===== src/rtl/c3nf_pkg.sv =====
// Types, constants and register codes of the 3x3 convolution core.
package c3nf_pkg;

  localparam int MAX_LINE_LEN_DEF = 1024;

  localparam int PIX_W      = 8;
  localparam int ROW_W      = 16;
  localparam int OUT_COL_W  = 10;
  localparam int LL_W       = 11;
  localparam int COEF_ROW_W = 24;
  localparam int COEF_W     = 8;
  localparam int MIN_DIM    = 3;
  localparam int N_TAPS     = 9;
  localparam int TAP_W      = $clog2(N_TAPS);
  localparam int PROD_W     = 2 * PIX_W + 1;
  localparam int SUM_W      = 20;
  localparam int K_W        = 12;
  localparam int DIVD_W     = SUM_W - 1;
  localparam int DIVS_W     = K_W - 1;
  localparam int STEP_W     = $clog2(DIVD_W);

  localparam int QUEUE_DEPTH = 4;
  localparam int PTR_W       = $clog2(QUEUE_DEPTH);
  localparam int CNT_W       = $clog2(QUEUE_DEPTH + 1);

  localparam int CFG_IDX_W  = 3;
  localparam int CFG_DATA_W = COEF_ROW_W;

  localparam logic [COEF_ROW_W-1:0] COEF_TOP_RST = 24'hFFFFFF;
  localparam logic [COEF_ROW_W-1:0] COEF_MID_RST = 24'hFF00FF;
  localparam logic [COEF_ROW_W-1:0] COEF_BOT_RST = 24'hFFFFFF;
  localparam logic [LL_W-1:0]       LL_RST       = 11'd512;
  localparam logic [ROW_W-1:0]      LC_RST       = 16'd512;

  typedef enum logic [CFG_IDX_W-1:0] {
    CFG_COEF_TOP = 3'd0,
    CFG_COEF_MID = 3'd1,
    CFG_COEF_BOT = 3'd2,
    CFG_LINE_LEN = 3'd3,
    CFG_LINE_CNT = 3'd4
  } cfg_reg_t;

  typedef struct packed {
    logic [COEF_ROW_W-1:0] coef_top;
    logic [COEF_ROW_W-1:0] coef_mid;
    logic [COEF_ROW_W-1:0] coef_bot;
    logic [LL_W-1:0]       line_length;
    logic [ROW_W-1:0]      line_count;
  } cfg_t;

  typedef struct packed {
    logic [N_TAPS-1:0][PIX_W-1:0] pix;
    logic [ROW_W-1:0]             row;
    logic [OUT_COL_W-1:0]         col;
    logic                         last;
  } job_t;

  typedef struct packed {
    logic             empty;
    logic [CNT_W-1:0] count;
  } fifo_stat_t;

endpackage


===== src/rtl/c3nf_out_if.sv =====
// Output result channel with valid/ready handshake.
interface c3nf_out_if;
  logic                            valid;
  logic                            ready;
  logic [c3nf_pkg::PIX_W-1:0]      pixel_out;
  logic [c3nf_pkg::ROW_W-1:0]      out_row;
  logic [c3nf_pkg::OUT_COL_W-1:0]  out_col;
  logic                            last_of_frame;

  modport source (output valid, output pixel_out, output out_row, output out_col,
                  output last_of_frame, input ready);
  modport sink (input valid, input pixel_out, input out_row, input out_col,
                input last_of_frame, output ready);
endinterface


===== src/rtl/c3nf_back.sv =====
// Back end: serial multiply-accumulate over the window and a bit-serial signed divider.
module c3nf_back (
  input  logic                  clk,
  input  logic                  rst,
  input  c3nf_pkg::cfg_t        cfg,
  input  c3nf_pkg::fifo_stat_t  qstat,
  input  c3nf_pkg::job_t        pop_job,
  output logic                  pop,
  c3nf_out_if.source            pix_out
);
  localparam int PW = c3nf_pkg::PIX_W;

  typedef enum logic [4:0] {
    ST_IDLE  = 5'b00001,
    ST_MAC   = 5'b00010,
    ST_SETUP = 5'b00100,
    ST_DIV   = 5'b01000,
    ST_OUT   = 5'b10000
  } state_t;

  state_t                                state;
  c3nf_pkg::job_t                        job;
  logic [c3nf_pkg::TAP_W-1:0]            tap;
  logic signed [c3nf_pkg::SUM_W-1:0]     acc;
  logic [c3nf_pkg::DIVS_W-1:0]           rem;
  logic [c3nf_pkg::DIVD_W-1:0]           dq;
  logic [c3nf_pkg::DIVS_W-1:0]           dvs;
  logic [c3nf_pkg::STEP_W-1:0]           step;
  logic                                  neg;
  logic [PW-1:0]                         res;

  logic [c3nf_pkg::N_TAPS-1:0][c3nf_pkg::COEF_W-1:0] coefs;
  logic signed [c3nf_pkg::K_W-1:0]       k;
  logic signed [c3nf_pkg::PROD_W-1:0]    prod;
  logic signed [c3nf_pkg::SUM_W-1:0]     acc_neg;
  logic signed [c3nf_pkg::K_W-1:0]       k_neg;
  logic [c3nf_pkg::DIVS_W:0]             rem_sh;
  logic [c3nf_pkg::DIVS_W:0]             rem_diff;
  logic                                  q_bit;
  logic [c3nf_pkg::DIVD_W-1:0]           dq_next;

  always_comb begin
    for (int c = 0; c < 3; c++) begin
      coefs[c]     = cfg.coef_top[8*c +: 8];
      coefs[3 + c] = cfg.coef_mid[8*c +: 8];
      coefs[6 + c] = cfg.coef_bot[8*c +: 8];
    end
    k = '0;
    for (int i = 0; i < c3nf_pkg::N_TAPS; i++) begin
      k = k + c3nf_pkg::K_W'($signed(coefs[i]));
    end
  end

  assign prod     = $signed({1'b0, job.pix[tap]}) * $signed(coefs[tap]);
  assign acc_neg  = -acc;
  assign k_neg    = -k;
  assign rem_sh   = {rem, dq[c3nf_pkg::DIVD_W-1]};
  assign rem_diff = rem_sh - {1'b0, dvs};
  assign q_bit    = (rem_sh >= {1'b0, dvs});
  assign dq_next  = {dq[c3nf_pkg::DIVD_W-2:0], q_bit};

  assign pop = (state == ST_IDLE) && !qstat.empty;

  always_ff @(posedge clk) begin
    if (rst) begin
      state <= ST_IDLE;
    end else begin
      case (state)
        ST_IDLE: begin
          if (!qstat.empty) begin
            state <= ST_MAC;
          end
        end
        ST_MAC: begin
          if (tap == c3nf_pkg::TAP_W'(c3nf_pkg::N_TAPS - 1)) begin
            state <= ST_SETUP;
          end
        end
        ST_SETUP: begin
          state <= (k == '0) ? ST_OUT : ST_DIV;
        end
        ST_DIV: begin
          if (step == c3nf_pkg::STEP_W'(c3nf_pkg::DIVD_W - 1)) begin
            state <= ST_OUT;
          end
        end
        ST_OUT: begin
          if (pix_out.ready) begin
            state <= ST_IDLE;
          end
        end
        default: begin
          state <= ST_IDLE;
        end
      endcase
    end
  end

  always_ff @(posedge clk) begin
    case (state)
      ST_IDLE: begin
        job <= pop_job;
        tap <= '0;
        acc <= '0;
      end
      ST_MAC: begin
        acc <= acc + c3nf_pkg::SUM_W'(prod);
        tap <= tap + 1'b1;
      end
      ST_SETUP: begin
        res  <= acc[PW-1:0];
        rem  <= '0;
        step <= '0;
        neg  <= acc[c3nf_pkg::SUM_W-1] ^ k[c3nf_pkg::K_W-1];
        dq   <= acc[c3nf_pkg::SUM_W-1] ? acc_neg[c3nf_pkg::DIVD_W-1:0]
                                       : acc[c3nf_pkg::DIVD_W-1:0];
        dvs  <= k[c3nf_pkg::K_W-1] ? k_neg[c3nf_pkg::DIVS_W-1:0] : k[c3nf_pkg::DIVS_W-1:0];
      end
      ST_DIV: begin
        rem  <= q_bit ? rem_diff[c3nf_pkg::DIVS_W-1:0] : rem_sh[c3nf_pkg::DIVS_W-1:0];
        dq   <= dq_next;
        step <= step + 1'b1;
        res  <= neg ? (~dq_next[PW-1:0] + 1'b1) : dq_next[PW-1:0];
      end
      default: begin
      end
    endcase
  end

  assign pix_out.valid         = (state == ST_OUT);
  assign pix_out.pixel_out     = res;
  assign pix_out.out_row       = job.row;
  assign pix_out.out_col       = job.col;
  assign pix_out.last_of_frame = job.last;
endmodule


===== src/flat_wrapper.sv =====
// flat-port wrapper written by rule: the top's interface ports become plain ports
module c3nf_back_flat 
  (clk, rst, cfg, qstat, pop_job, pop, pix_out_valid, pix_out_pixel_out, pix_out_out_row, pix_out_out_col, pix_out_last_of_frame, pix_out_ready);
  c3nf_out_if pix_out_i ();
  input  logic clk;
  input  logic rst;
  input  c3nf_pkg::cfg_t cfg;
  input  c3nf_pkg::fifo_stat_t qstat;
  input  c3nf_pkg::job_t pop_job;
  output logic pop;
  output wire logic [$bits(pix_out_i.valid)-1:0] pix_out_valid;
  output wire logic [$bits(pix_out_i.pixel_out)-1:0] pix_out_pixel_out;
  output wire logic [$bits(pix_out_i.out_row)-1:0] pix_out_out_row;
  output wire logic [$bits(pix_out_i.out_col)-1:0] pix_out_out_col;
  output wire logic [$bits(pix_out_i.last_of_frame)-1:0] pix_out_last_of_frame;
  input wire logic [$bits(pix_out_i.ready)-1:0] pix_out_ready;
  assign pix_out_valid = pix_out_i.valid;
  assign pix_out_pixel_out = pix_out_i.pixel_out;
  assign pix_out_out_row = pix_out_i.out_row;
  assign pix_out_out_col = pix_out_i.out_col;
  assign pix_out_last_of_frame = pix_out_i.last_of_frame;
  assign pix_out_i.ready = pix_out_ready;
  c3nf_back u_core (.clk(clk), .rst(rst), .cfg(cfg), .qstat(qstat), .pop_job(pop_job), .pop(pop), .pix_out(pix_out_i));
endmodule

===== config.mk =====
export PLATFORM = sky130hd
export DESIGN_NAME = c3nf_back_flat
export DESIGN_NICKNAME = d
export VERILOG_FILES = /design/src/rtl/c3nf_pkg.sv /design/src/rtl/c3nf_out_if.sv /design/src/rtl/c3nf_back.sv /design/src/flat_wrapper.sv
export SDC_FILE = /design/constraint.sdc
export NUM_CORES = 1
export LEC_CHECK = 0
export BUFFER_PORTS_ARGS = -buffer_cell sky130_fd_sc_hd__buf_2
export CAP_MARGIN = 20
export CORE_MARGIN = 10
export CORE_UTILIZATION = 52
export DETAILED_ROUTE_END_ITERATION = 10
export GPL_TIMING_DRIVEN = 1
export PLACE_DENSITY = 0.81
export SYNTH_ARGS = -nofsm -noshare
export SYNTH_HDL_FRONTEND = slang
export SYNTH_SLANG_ARGS = --single-unit

===== constraint.sdc =====
create_clock -name clk -period 7.4 [get_ports clk]
set_input_delay 1.48 -clock clk [delete_from_list [all_inputs] [get_ports clk]]
set_output_delay 1.48 -clock clk [all_outputs]
set_load 0.02 [all_outputs]

; Word level (Yosys, flattened, before mapping)
; Index checks and enable logic that the tools add are counted.
[classes]
add_sub_neg = 15
n_mul = 1
n_lt_le_gt_ge = 2
n_eq_ne = 11
mux = 20
bitwise_logic = 2
n_reduce_logical = 6
[op_table]
columns = op, count
row1 = $add 12x8->12, 6
row2 = $bmux 8 s4, 2
row3 = $pmux 20 s2, 1
row4 = $pmux 19 s2, 1
row5 = $mux 5, 5
row6 = $pmux 5 s5, 1
row7 = $mux 8, 3
row8 = $mux 11, 2
row9 = $pmux 11 s2, 1
row10 = $add 20x17->20, 1
row11 = $mux 19, 1
row12 = $neg 19->19, 1
row13 = $mul 9x8->17, 1
row14 = $pmux 8 s2, 1
row15 = $ge 12x11->1, 1
row16 = $logic_not 12->1, 1
row17 = $neg 11->11, 1
row18 = $sub 11x11->11, 1
row19 = $add 9x8->10, 1
row20 = $eq 5x5->1 const B, 2
row21 = $pmux 5 s2, 1
row22 = $add 8x8->9, 1
row23 = $add 8x1->8 const B, 1
row24 = $not 8->8, 1
row25 = other kinds (16), 19
[totals]
reg_bits = 183
inputBits = 205
out_inout_bits = 37
wordCells = 78

; Logic depth before layout (Yosys ltp)
; Gate-level depths: netlist of run 1.
[logic_depth]
ltp_word = 11
mapped_depth = 24
ltp_nobuf = 22

; Worst setup path before layout of run 1
; Ideal clock, no wire load.
[synth_timing]
path_type = input -> register
start = in cfg[42] in the netlist's numbering
end = reg u_core.acc[18] in the netlist's numbering (data pin)
setup_ns = 0.266
arrival_time_ns = 6.738
t_required_ns = 7.134
slack_ns = 0.396
cell_stages = 20
path_buffers = 0
path_cell_list = mux4_2 > mux2i_1 > nor2_1 > a21oi_2 > inv_1 > nand2_1 > fa_1 > fa_1 > inv_1 > fa_1 > fa_1 > fa_1 > ha_1 > nand3_1 > nor2_1 > o311a_1 > o41ai_1 > o21ai_0 > xnor2_1 > nor2_1
[synth_between]
elab_chain_cells = 5
[synth_lines]
columns = element, line
row1 = from (decl), flat_wrapper.sv:7  ; input c3nf_pkg::cfg_t cfg;
row2 = $bmux 8 s4, c3nf_back.sv:54  ; assign prod = $signed({1'b0, job.pix[tap]}) * $signed(coefs[tap]);
row3 = $mux 8 (not written as such), c3nf_back.sv:54
row4 = $mul 9x8->17, c3nf_back.sv:54
row5 = $add 20x17->20, c3nf_back.sv:107  ; acc <= acc + c3nf_pkg::SUM_W'(prod);
row6 = $pmux 20 s2, c3nf_back.sv:100  ; case (state)
row7 = to (signal assigned), c3nf_back.sv:107
row8 = to (decl), c3nf_back.sv:24  ; logic signed [c3nf_pkg::SUM_W-1:0] acc;
; Every way passes these cells. The select of a mux whose other input is x is not followed.
; A chain may end at the register's enable or synchronous reset.

; Worst setup path after layout of run 1
[layout_timing]
start = in cfg[36] in the netlist's numbering
end = reg u_core.acc[18] in the netlist's numbering (data pin)
; The elaborated chain is that of the path after synthesis.

==> reports/summary.json, run 1 <==
{
  "status": {"value": "complete, no violations"},
  "timing.final.setup_violations": {"value": 0},
  "critPathMaxFanout": {"value": 5},
  "final_cell_count_no_fill": {"value": 1754},
  "criticalPathCategory": {"value": "in -> reg"},
  "synth_fp_nets": {"value": 1586},
  "required_time_of_the_critical_path": {"value": 7.57, "unit": "ns"},
  "numClockSinks": {"value": 182},
  "yosys_register_bits": {"value": 182},
  "crit_path_cell_trace": {"value": "buf_2 -> mux4_2 -> mux2i_1 -> o21ai_0 -> buf_4 -> nand2b_1 -> fa_1 -> inv_1 -> fa_1 -> inv_1 -> fa_1 -> inv_1 -> fa_1 -> ha_1 -> ha_1 -> a21oi_1 -> nor2_1 -> o311a_1 -> o41ai_1 -> o21ai_0 -> xnor2_1 -> nor2_1"},
  "clock.fmax": {"value": 0.1421, "unit": "GHz"},
  "worst_skew_pair.late_latency": {"value": 0.44, "unit": "ns"},
  "max-clock-path-buffers": {"value": 2},
  "setup_repair_after_global_routing_missed_its_margin": {"value": "no"},
  "crit_path_top_delay_cell": {"value": "o21ai_0"},
  "timing.final.crit_share": {"value": 95.10, "unit": "%"},
  "dieArea": {"value": 33200, "unit": "um2"},
  "placedCellCount": {"value": 1719},
  "period_minus_slack": {"value": 7.038, "unit": "ns"},
  "maxCapViolCount": {"value": 0},
  "setup_slack": {"value": 0.3624, "unit": "ns"},
  "hpwlAfterDp": {"value": 27050, "unit": "um"},
  "design.portCount": {"value": 242},
  "cts-resized-gates": {"value": 0},
  "slowest_delay": {"value": 0.60, "unit": "ns"},
  "route.vias.total": {"value": 9746},
  "grt_first_pass_wirelength": {"value": 54360, "unit": "um"},
  "die_width": {"value": 182.2, "unit": "um"},
  "layout-drive-gt1-share": {"value": 24.21, "unit": "%"},
  "powerDensity": {"value": 558.2, "unit": "nW/um2"},
  "synth_enable_flop_cells": {"value": 177},
  "grt_start_max_net_pins": {"value": 67},
  "cts.clk_slew.worst_paths": {"value": 0.07, "unit": "ns"},
  "initial_core_util": {"value": 52.66, "unit": "%"},
  "most_frequent_cells_in_the_layout": {"value": "211 x buf_2, 177 x edfxtp_1, 164 x inv_1"},
  "clockRootBuffer": {"value": "clkbuf_16"},
  "gp_congestion": {"value": 0.8762},
  "ys_async_sr_fraction": {"value": 0, "unit": "%"},
  "tritoncts_clock_tree": {"value": "built"},
  "tns": {"value": 0, "unit": "ns"},
  "critPathLaunchType": {"value": "primary input"},
  "multi_input_comb_area": {"value": 7337, "unit": "um2"},
  "grt_pass1_vias": {"value": 10460},
  "register_area": {"value": 5415, "unit": "um2"},
  "fin_total_pwr": {"value": 8.864, "unit": "mW"},
  "final-hold-violation-count": {"value": 0},
  "power.leakage": {"value": 7.031, "unit": "nW"},
  "worst_pin_slew": {"value": 0.9507, "unit": "ns"},
  "buffer_ports.inserted": {"value": 211},
  "drt_iter0_markers": {"value": 737},
  "cp_common_cell": {"value": "fa_1"},
  "gr-total-overflow": {"value": 0},
  "placementRows": {"value": 59},
  "final_common_cell": {"value": "buf_2"},
  "final_antenna_net_count": {"value": 0},
  "hold_buffer_count_at_cts": {"value": 0},
  "globalRouteTotalUtil": {"value": 20.55, "unit": "%"},
  "synth_ff_type": {"value": "edfxtp_1"},
  "drt_drc_violations_left": {"value": 0},
  "timing.reg2reg.setup_slack": {"value": 0.40, "unit": "ns"},
  "detail_route.vias_per_cell": {"value": 5.556},
  "antenna_violations_before_repair": {"value": 5},
  "syn_area_per_cell": {"value": 11.62, "unit": "um2"},
  "finalHoldWorstSlack": {"value": 0.5320, "unit": "ns"},
  "fin_skew": {"value": 0.01579, "unit": "ns"},
  "post_synth_num_cell_types": {"value": 67},
  "worst_setup_ep_type": {"value": "flop"},
  "dieHeight": {"value": 182.2, "unit": "um"},
  "irDropWorstVdd": {"value": 595.0, "unit": "uV"},
  "hold_path.class": {"value": "reg -> reg"},
  "cp.arrival": {"value": 7.21, "unit": "ns"},
  "detail_route.wirelength": {"value": 34040, "unit": "um"},
  "reg2reg_from": {"value": "u_core.tap[1]"},
  "placeableCoreArea": {"value": 25980, "unit": "um2"},
  "placement.setup.worst_slack": {"value": -0.04540, "unit": "ns"},
  "max-slew-margin-rel": {"value": 36.62, "unit": "%"},
  "design.final.nets": {"value": 1812},
  "cts_made_buffers": {"value": 17},
  "critPathLaunch": {"value": "cfg[36]"},
  "synth_warnings": {"value": 0},
  "fillers": {"value": 2008},
  "postSynthCellCount": {"value": 1178},
  "postCtsSetupBuffers": {"value": 0},
  "timing_max_transition_violations_final": {"value": 0},
  "first_pass_iters": {"value": 6},
  "hold_start": {"value": "u_core.dq[12]"},
  "cts_htree_levels": {"value": 4},
  "areaGrowthSynthToFinish": {"value": 16.04, "unit": "%"},
  "syn_area": {"value": 13680, "unit": "um2"},
  "yosysSeqAreaShare": {"value": 39.58, "unit": "%"},
  "wire_per_inst": {"value": 19.40, "unit": "um"}
}
worst max-delay path, delay by kind of cell:
family / cells / cell delay (ns)
buf+inv: 5 / 0.54
xor+xnor: 1 / 0.17
mux: 2 / 0.36
compound gates: 5 / 1.83
simple gates: 3 / 0.24
fa+ha+maj: 6 / 2.60
routing by layer:
layer / share of wire [%] / vias to the layer above / GRT usage, % / wire (um)
met3: 9.6 / 45 / 5.994 / 3282
met1: 39 / 4756 / 24.70 / 13260
met2: 50 / 434 / 35.37 / 16880
li1: - / 4505 / - / -
met4: 1.6 / 6 / 5.272 / 556
met5: 0.17 / - / 0 / 57
logic make-up after synthesis:
| kind of cell | count (synthesis) | synth area share [%] |
|---|---|---|
| and+or+nand+nor | 290 | 10.44 |
| adders and majority gates | 203 | 24.27 |
| DFF | 182 | 39.58 |
| buffers and inverters | 219 | 6.867 |
| AOI/OAI and AO/OA | 155 | 7.123 |
| xor gates and xnor gates | 71 | 4.545 |
| muxes | 58 | 7.178 |
synthesized netlist by cell type, types with 4 or more instances:
library cell	n	area share [%]
nor3b_1	4	0.22
edfxtp_1	177	39
inv_1	165	4.5
o22ai_1	4	0.18
dfxtp_1	5	0.73
a21boi_0	4	0.22
nor2b_1	26	1.2
nand2_1	66	1.8
o21a_1	5	0.27
a21o_1	9	0.49
a31oi_1	5	0.23
nor3_1	15	0.55
and3_1	5	0.23
o21ai_1	4	0.15
buf_4	27	1.5
nor4_1	5	0.23
mux2i_1	25	1.8
xnor2_1	40	2.6
a21oi_1	37	1.4
nor2_1	96	2.6
nand2b_1	20	0.91
clkbuf_1	16	0.44
fa_1	104	15
mux4_2	32	5.3
o41ai_1	4	0.26
nand3b_1	5	0.27
xor2_1	31	2.0
or2_2	5	0.23
a211oi_1	7	0.38
and2_1	8	0.37
o21ai_0	47	1.7
o31ai_1	9	0.49
ha_1	99	9.1
buf_2	7	0.26
nand3_1	16	0.59
or4_1	4	0.22
state kept, by name, indices dropped and copies added, names as in the netlist, 5 cells and up:
register                  cells
u_core.rem                   11
u_core.step                   5
u_core.state                  5
u_core.dvs                   11
u_core.pix_out.pixel_out      8
u_core.acc                   20
u_core.pix_out.out_col       10
u_core.dq                    18
u_core.pix_out.out_row       16
u_core.job                   72
per-stage QoR:
| step | instance area, um2 | util, % |
|---|---|---|
| 6_report | 15880 | 61.10 |
| 3_5_place_dp | 15240 | 58.66 |
| 2_1_floorplan | 13680 | - |
| 4_1_cts | 15850 | 60.98 |
| 5_1_grt | 15870 | 61.08 |
| 3_3_place_gp | 15240 | 58.66 |
report_power, final:
part	leakage, nW	switching (mW)	internal [mW]
registers	1.76	0.108	1.46
clock network	0.293	0.455	0.485
logic	4.98	3.49	2.87
total	7.03	4.05	4.81
path summary, 6_finish.rpt:
check	end	cells past startpoint
max reg2reg	u_core.acc[18]	21
min	u_core.dq[13]	2
min reg2reg	u_core.dq[13]	2
max	u_core.acc[18]	22
cell type report:
class	instances	area share (%)
Antenna cell	2	0.03152
Clock buffer	17	2.679
Clock inverter	15	1.119
Inverter	165	3.916
Multi-Input combinational cell	777	46.21
Sequential cell	182	34.11
Tap cell	335	2.640
Timing Repair Buffer	261	9.299
Power figures use the tool's default switching activity.
==> run 2, diff against run 1 <==
--- a/config.mk
+++ b/config.mk
@@ -12,6 +12,7 @@
 export DETAILED_ROUTE_END_ITERATION = 10
 export GPL_TIMING_DRIVEN = 1
 export PLACE_DENSITY = 0.81
+export RECOVER_POWER = 25
 export SYNTH_ARGS = -nofsm -noshare
 export SYNTH_HDL_FRONTEND = slang
 export SYNTH_SLANG_ARGS = --single-unit
==> reports/summary.json, run 2 (synthesis gave the netlist of run 1 again) <==
{
  "cts-resized-gates": {"value": 0, "change": "unchanged"},
  "buffer_ports.inserted": {"value": 211, "change": "unchanged"},
  "clock.fmax": {"value": 0.1423, "unit": "GHz", "change": "was 0.1421 GHz"},
  "drt_iter0_markers": {"value": 777, "change": "was 737"},
  "critPathLaunchType": {"value": "primary input", "change": "unchanged"},
  "grt_start_max_net_pins": {"value": 67, "change": "unchanged"},
  "final-hold-violation-count": {"value": 0, "change": "unchanged"},
  "numClockSinks": {"value": 182, "change": "unchanged"},
  "cts_made_buffers": {"value": 17, "change": "unchanged"},
  "design.portCount": {"value": 242, "change": "unchanged"},
  "grt_first_pass_wirelength": {"value": 54360, "unit": "um", "change": "unchanged"},
  "cp.arrival": {"value": 7.20, "unit": "ns", "change": "was 7.21 ns"},
  "drt_drc_violations_left": {"value": 0, "change": "unchanged"},
  "detail_route.wirelength": {"value": 34040, "unit": "um", "change": "about the same"},
  "multi_input_comb_area": {"value": 7337, "unit": "um2", "change": "unchanged"},
  "register_area": {"value": 5415, "unit": "um2", "change": "unchanged"},
  "timing.final.setup_violations": {"value": 0, "change": "unchanged"},
  "placementRows": {"value": 59, "change": "unchanged"},
  "detail_route.vias_per_cell": {"value": 5.556, "change": "about the same"},
  "fin_skew": {"value": 0.01593, "unit": "ns", "change": "was 0.01579 ns"},
  "timing.final.crit_share": {"value": 94.98, "unit": "%", "change": "was 95.10%"},
  "route.vias.total": {"value": 9745, "change": "was 9746"},
  "largest_registers": {"value": "u_core.job x72, u_core.acc x20, u_core.dq x18", "change": "unchanged"},
  "critPathBufInv": {"value": 5, "change": "unchanged"},
  "worst_setup_ep_type": {"value": "flop", "change": "unchanged"},
  "worst_pin_slew": {"value": 1.305, "unit": "ns", "change": "was 0.9507 ns"},
  "final_common_cell": {"value": "buf_2", "change": "unchanged"},
  "design.final.nets": {"value": 1812, "change": "unchanged"},
  "cts_htree_levels": {"value": 4, "change": "unchanged"},
  "gr-total-overflow": {"value": 0, "change": "unchanged"},
  "wire_per_inst": {"value": 19.41, "unit": "um", "change": "was 19.40 um"},
  "first_pass_iters": {"value": 6, "change": "unchanged"},
  "fillers": {"value": 2010, "change": "was 2008"},
  "max-clock-path-buffers": {"value": 2, "change": "unchanged"},
  "max-slew-margin-rel": {"value": 13.01, "unit": "%", "change": "was 36.62%"},
  "areaGrowthSynthToFinish": {"value": 15.97, "unit": "%", "change": "was 16.04%"},
  "cts.clk_slew.worst_paths": {"value": 0.07, "unit": "ns", "change": "about the same"},
  "largest_register_ff_count": {"value": 72, "change": "unchanged"},
  "dieArea": {"value": 33200, "unit": "um2", "change": "unchanged"},
  "grt_pass1_vias": {"value": 10460, "change": "unchanged"},
  "setup_repair_after_global_routing_missed_its_margin": {"value": "no", "change": "unchanged"},
  "postCtsSetupBuffers": {"value": 0, "change": "unchanged"},
  "crit_path_cell_trace": {"value": "buf_2 -> mux4_2 -> mux2i_1 -> o21ai_0 -> buf_4 -> nand2b_1 -> fa_1 -> inv_1 -> fa_1 -> inv_1 -> fa_1 -> inv_1 -> fa_1 -> ha_1 -> ha_1 -> a21oi_1 -> nor2_1 -> o311a_1 -> o41ai_1 -> o21ai_0 -> xnor2_1 -> nor2_1", "change": "unchanged"},
  "final_antenna_net_count": {"value": 0, "change": "unchanged"},
  "timing.reg2reg.setup_slack": {"value": 0.41, "unit": "ns", "change": "was 0.40 ns"},
  "antenna_violations_before_repair": {"value": 5, "change": "unchanged"},
  "hold_buffer_count_at_cts": {"value": 0, "change": "unchanged"},
  "most_frequent_cells_in_the_layout": {"value": "206 x buf_2, 177 x edfxtp_1, 164 x inv_1", "change": "was 211 x buf_2, 177 x edfxtp_1, 164 x inv_1"},
  "placement.setup.worst_slack": {"value": -0.04540, "unit": "ns", "change": "unchanged"},
  "crit_path_top_delay_cell": {"value": "o21ai_0", "change": "unchanged"},
  "status": {"value": "complete, no violations", "change": "unchanged"},
  "cp_common_cell": {"value": "fa_1", "change": "unchanged"},
  "die_width": {"value": 182.2, "unit": "um", "change": "unchanged"},
  "slowest_delay": {"value": 0.60, "unit": "ns", "change": "about the same"},
  "tritoncts_clock_tree": {"value": "built", "change": "unchanged"},
  "criticalPathCategory": {"value": "in -> reg", "change": "unchanged"},
  "setup_slack": {"value": 0.3713, "unit": "ns", "change": "was 0.3624 ns"},
  "gp_congestion": {"value": 0.8762, "change": "unchanged"},
  "timing_max_transition_violations_final": {"value": 0, "change": "unchanged"},
  "maxCapViolCount": {"value": 0, "change": "unchanged"},
  "initial_core_util": {"value": 52.66, "unit": "%", "change": "unchanged"},
  "power.leakage": {"value": 7.014, "unit": "nW", "change": "was 7.031 nW"},
  "dieHeight": {"value": 182.2, "unit": "um", "change": "unchanged"},
  "irDropWorstVdd": {"value": 595.2, "unit": "uV", "change": "was 595.0 uV"},
  "hold_path.class": {"value": "reg -> reg", "change": "unchanged"},
  "clockRootBuffer": {"value": "clkbuf_16", "change": "unchanged"},
  "placeableCoreArea": {"value": 25980, "unit": "um2", "change": "unchanged"},
  "required_time_of_the_critical_path": {"value": 7.57, "unit": "ns", "change": "about the same"},
  "critPathMaxFanout": {"value": 5, "change": "unchanged"},
  "utilization": {"value": 61.07, "unit": "%", "change": "was 61.10%"},
  "powerDensity": {"value": 558.6, "unit": "nW/um2", "change": "was 558.2 nW/um2"},
  "period_minus_slack": {"value": 7.029, "unit": "ns", "change": "was 7.038 ns"},
  "globalRouteTotalUtil": {"value": 20.55, "unit": "%", "change": "unchanged"},
  "worst_skew_pair.late_latency": {"value": 0.44, "unit": "ns", "change": "about the same"},
  "layout-drive-gt1-share": {"value": 23.78, "unit": "%", "change": "was 24.21%"},
  "hpwlAfterDp": {"value": 27050, "unit": "um", "change": "unchanged"},
  "cpLargestDelayFamily": {"value": "adder cells", "change": "unchanged"},
  "largest-register": {"value": "u_core.job", "change": "unchanged"}
}
[run 2: cell types whose count changed in the layout (fill, tap and decap cells not counted), sizes merged]
cell,change
buf,-6
clkbuf,+6
[run 2: per-layer routing]
layer	vias to the layer above	share of wire [%]	wire [um]	track usage (%)
met5	-	0.17	57	0
li1	4508	-	-	-
met4	6	1.7	564	5.272
met1	4743	39	13330	24.70
met2	441	49	16840	35.37
met3	47	9.5	3246	5.994
[run 2: path summary, 6_finish.rpt]
path	start	to	cells past startpoint
setup reg to reg	u_core.tap[1]	u_core.acc[18]	21
setup / recovery	cfg[36]	u_core.acc[18]	22
hold / removal	u_core.dq[12]	u_core.dq[13]	2
hold reg to reg	u_core.dq[12]	u_core.dq[13]	2
[run 2: cell type report]
class | instances | area share, %
flip-flops and latches | 182 | 34.13
clock inverters | 15 | 1.120
diodes | 2 | 0.03154
multi-input cells | 777 | 46.24
inverters | 165 | 3.919
well taps | 335 | 2.642
repair buffers | 261 | 9.241
clock buffers | 17 | 2.681
[run 2: metrics by stage]
stage | power [mW] | instance area [um2] | cells | TNS (ns) | hold WS, ns
after CTS | 8.830 | 15850 | 1751 | 0 | 0.5336
after global placement | 7.535 | 15240 | 1719 | 0 | 0.5020
after detailed placement | 7.785 | 15240 | 1719 | -0.08105 | 0.5171
final | 8.863 | 15870 | 1754 | 0 | 0.5299
after floorplan | 6.221 | 13680 | 1178 | 0 | 0.4963
after global routing | 9.773 | 15860 | 1752 | 0 | 0.5614
[run 2: worst min-delay path: stages (launching register included)]
cell,delay [ns]
edfxtp_1,0.32
nand2_1,0.04
o21ai_0,0.06
[run 2: where the power goes]
group | internal [mW] | switching [mW] | total, mW
combinational | 2.87 | 3.49 | 6.36
sequential | 1.46 | 0.108 | 1.57
clock | 0.485 | 0.454 | 0.939
==> run 3, diff against run 2 <==
--- a/config.mk
+++ b/config.mk
@@ -5,14 +5,15 @@
 export SDC_FILE = /design/constraint.sdc
 export NUM_CORES = 1
 export LEC_CHECK = 0
-export BUFFER_PORTS_ARGS = -buffer_cell sky130_fd_sc_hd__buf_2
 export CAP_MARGIN = 20
 export CORE_MARGIN = 10
-export CORE_UTILIZATION = 52
+export CORE_UTILIZATION = 59
 export DETAILED_ROUTE_END_ITERATION = 10
+export DONT_BUFFER_PORTS = 1
 export GPL_TIMING_DRIVEN = 1
 export PLACE_DENSITY = 0.81
 export RECOVER_POWER = 25
+export REMOVE_ABC_BUFFERS = 1
 export SYNTH_ARGS = -nofsm -noshare
 export SYNTH_HDL_FRONTEND = slang
 export SYNTH_SLANG_ARGS = --single-unit
==> reports/summary.json, run 3 (synthesis gave the netlist of run 1 again) <==
{
  "detail_route.wirelength": {"value": 30190, "unit": "um", "change": "was 34040 um"},
  "dieHeight": {"value": 172.3, "unit": "um", "change": "was 182.2 um"},
  "placementRows": {"value": 55, "change": "was 59"},
  "dieArea": {"value": 29680, "unit": "um2", "change": "was 33200 um2"},
  "cts_htree_levels": {"value": 4, "change": "unchanged"},
  "crit_path_top_delay_cell": {"value": "edfxtp_1", "change": "was o21ai_0"},
  "cts_made_buffers": {"value": 17, "change": "unchanged"},
  "buffer_ports.inserted": {"value": 0, "change": "was 211"},
  "period_minus_slack": {"value": 6.905, "unit": "ns", "change": "was 7.029 ns"},
  "final_antenna_net_count": {"value": 0, "change": "unchanged"},
  "hpwlAfterDp": {"value": 23860, "unit": "um", "change": "was 27050 um"},
  "cts.clk_slew.worst_paths": {"value": 0.08, "unit": "ns", "change": "was 0.07 ns"},
  "max-slew-margin-rel": {"value": 35.87, "unit": "%", "change": "was 13.01%"},
  "maxCapViolCount": {"value": 0, "change": "unchanged"},
  "gp_congestion": {"value": 0.9463, "change": "was 0.8762"},
  "largest-register": {"value": "u_core.job", "change": "unchanged"},
  "first_pass_iters": {"value": 5, "change": "was 6"},
  "criticalPathCategory": {"value": "reg -> reg", "change": "was in -> reg"},
  "fillers": {"value": 1669, "change": "was 2010"},
  "detail_route.vias_per_cell": {"value": 5.844, "change": "was 5.556"},
  "wire_per_inst": {"value": 20.40, "unit": "um", "change": "was 19.41 um"},
  "status": {"value": "complete, no violations", "change": "unchanged"},
  "timing.final.setup_violations": {"value": 0, "change": "unchanged"},
  "largest_register_ff_count": {"value": 72, "change": "unchanged"},
  "placeableCoreArea": {"value": 22710, "unit": "um2", "change": "was 25980 um2"},
  "fin_skew": {"value": 0.01246, "unit": "ns", "change": "was 0.01593 ns"},
  "critPathLaunchType": {"value": "flop", "change": "was primary input"},
  "route.vias.total": {"value": 8649, "change": "was 9745"},
  "required_time_of_the_critical_path": {"value": 7.58, "unit": "ns", "change": "was 7.57 ns"},
  "design.portCount": {"value": 242, "change": "unchanged"},
  "hold_path.class": {"value": "reg -> reg", "change": "unchanged"},
  "final-hold-violation-count": {"value": 0, "change": "unchanged"},
  "timing_max_transition_violations_final": {"value": 0, "change": "unchanged"},
  "cp_common_cell": {"value": "fa_1", "change": "unchanged"},
  "areaGrowthSynthToFinish": {"value": 7.215, "unit": "%", "change": "was 15.97%"},
  "grt_start_max_net_pins": {"value": 84, "change": "was 67"},
  "crit_path_cell_trace": {"value": "buf_4 -> nor4b_4 -> buf_4 -> nand2_1 -> o21ai_1 -> nand2b_1 -> fa_1 -> fa_1 -> inv_1 -> fa_1 -> fa_1 -> fa_1 -> ha_1 -> o21a_1 -> a211oi_1 -> o21bai_1 -> a31o_2 -> a211oi_1 -> xnor2_1 -> nor2_1", "change": "was buf_2 -> mux4_2 -> mux2i_1 -> o21ai_0 -> buf_4 -> nand2b_1 -> fa_1 -> inv_1 -> fa_1 -> inv_1 -> fa_1 -> inv_1 -> fa_1 -> ha_1 -> ha_1 -> a21oi_1 -> nor2_1 -> o311a_1 -> o41ai_1 -> o21ai_0 -> xnor2_1 -> nor2_1"},
  "largest_registers": {"value": "u_core.job x72, u_core.acc x20, u_core.dq x18", "change": "unchanged"},
  "globalRouteTotalUtil": {"value": 20.97, "unit": "%", "change": "was 20.55%"},
  "tritoncts_clock_tree": {"value": "built", "change": "unchanged"},
  "drt_iter0_markers": {"value": 616, "change": "was 777"},
  "worst_skew_pair.late_latency": {"value": 0.45, "unit": "ns", "change": "was 0.44 ns"},
  "clock.fmax": {"value": 0.1448, "unit": "GHz", "change": "was 0.1423 GHz"},
  "layout-drive-gt1-share": {"value": 9.899, "unit": "%", "change": "was 23.78%"},
  "setup_repair_after_global_routing_missed_its_margin": {"value": "no", "change": "unchanged"},
  "final_common_cell": {"value": "edfxtp_1", "change": "was buf_2"},
  "gr-total-overflow": {"value": 0, "change": "unchanged"},
  "die_width": {"value": 172.3, "unit": "um", "change": "was 182.2 um"},
  "grt_first_pass_wirelength": {"value": 48070, "unit": "um", "change": "was 54360 um"},
  "grt_pass1_vias": {"value": 9013, "change": "was 10460"},
  "worst_setup_ep_type": {"value": "flop", "change": "unchanged"},
  "clockRootBuffer": {"value": "clkbuf_16", "change": "unchanged"},
  "worst_pin_slew": {"value": 0.9619, "unit": "ns", "change": "was 1.305 ns"},
  "tns": {"value": 0, "unit": "ns", "change": "unchanged"},
  "initial_core_util": {"value": 60.25, "unit": "%", "change": "was 52.66%"},
  "design.final.nets": {"value": 1587, "change": "was 1812"},
  "drt_drc_violations_left": {"value": 0, "change": "unchanged"},
  "antenna_violations_before_repair": {"value": 3, "change": "was 5"},
  "timing.final.crit_share": {"value": 93.31, "unit": "%", "change": "was 94.98%"},
  "postCtsSetupBuffers": {"value": 0, "change": "unchanged"},
  "most_frequent_cells_in_the_layout": {"value": "177 x edfxtp_1, 164 x inv_1, 104 x fa_1", "change": "was 206 x buf_2, 177 x edfxtp_1, 164 x inv_1"},
  "slowest_delay": {"value": 0.58, "unit": "ns", "change": "was 0.60 ns"},
  "cts-resized-gates": {"value": 0, "change": "unchanged"},
  "hold_buffer_count_at_cts": {"value": 0, "change": "unchanged"},
  "cp.arrival": {"value": 7.09, "unit": "ns", "change": "was 7.20 ns"},
  "critPathMaxFanout": {"value": 13, "change": "was 5"},
  "max-clock-path-buffers": {"value": 2, "change": "unchanged"},
  "numClockSinks": {"value": 182, "change": "unchanged"}
}
==> run 3: cell count changes in the layout (fill, tap and decap cells not counted), moves of 5 or more <==
cell / previous run / this run
buf_4: 46 / 33
inv_12: 0 / 5
buf_2: 206 / 0
clkbuf_1: 6 / 0
==> run 3: worst paths after layout <==
kind | startpoint | slack [ns] | cells past startpoint | endpoint
max reg2reg | u_core.tap[1] | 0.49 | 20 | u_core.acc[19]
min | u_core.dq[15] | 0.54 | 2 | u_core.dq[16]
min reg2reg | u_core.dq[15] | 0.54 | 2 | u_core.dq[16]
max | u_core.tap[1] | 0.49 | 20 | u_core.acc[19]
==> run 3: routing by layer <==
layer,routed length [um],GRT usage (%)
met1,11900,25.83
met2,14560,33.86
met3,3033,7.228
met4,691,7.046
met5,0,0
==> run 3: final cells by class <==
class	instances	area, um2	area share (%)
Inverter	165	621.8	4.239
Clock buffer	17	425.4	2.900
Clock inverter	15	203.9	1.390
Sequential cell	182	5415	36.91
Timing Repair Buffer	36	302.8	2.064
Multi-Input combinational cell	777	7337	50.01
Antenna cell	3	7.507	0.05117
Tap cell	285	356.6	2.431
==> run 3: critical path: cells and delay by family (launching register included) <==
family	cells	cell delay, ns
AO/OA/AOI/OAI	6	1.61
XOR/XNOR	1	0.16
adder cells (fa/ha/maj)	6	2.91
buffers and inverters	3	0.58
flip-flops	1	0.58
AND/OR/NAND/NOR	4	0.79
==> run 3: metrics by stage <==
stage          hold slack [ns]  setup WS [ns]  instances  area (um2)  util (%)
2_1_floorplan           0.4963         0.1526       1124       13360         -
3_3_place_gp            0.5094         0.2776       1437       13950     61.44
3_5_place_dp            0.5184         0.2052       1437       13950     61.44
4_1_cts                 0.5374         0.3680       1469       14580     64.21
5_1_grt                 0.5689        0.03751       1480       14670     64.60
6_report                0.5361         0.4950       1480       14670     64.60
Power of run 3 is not shown: default switching activity piles up to over one toggle a cycle in this logic, so the estimate is an artifact.
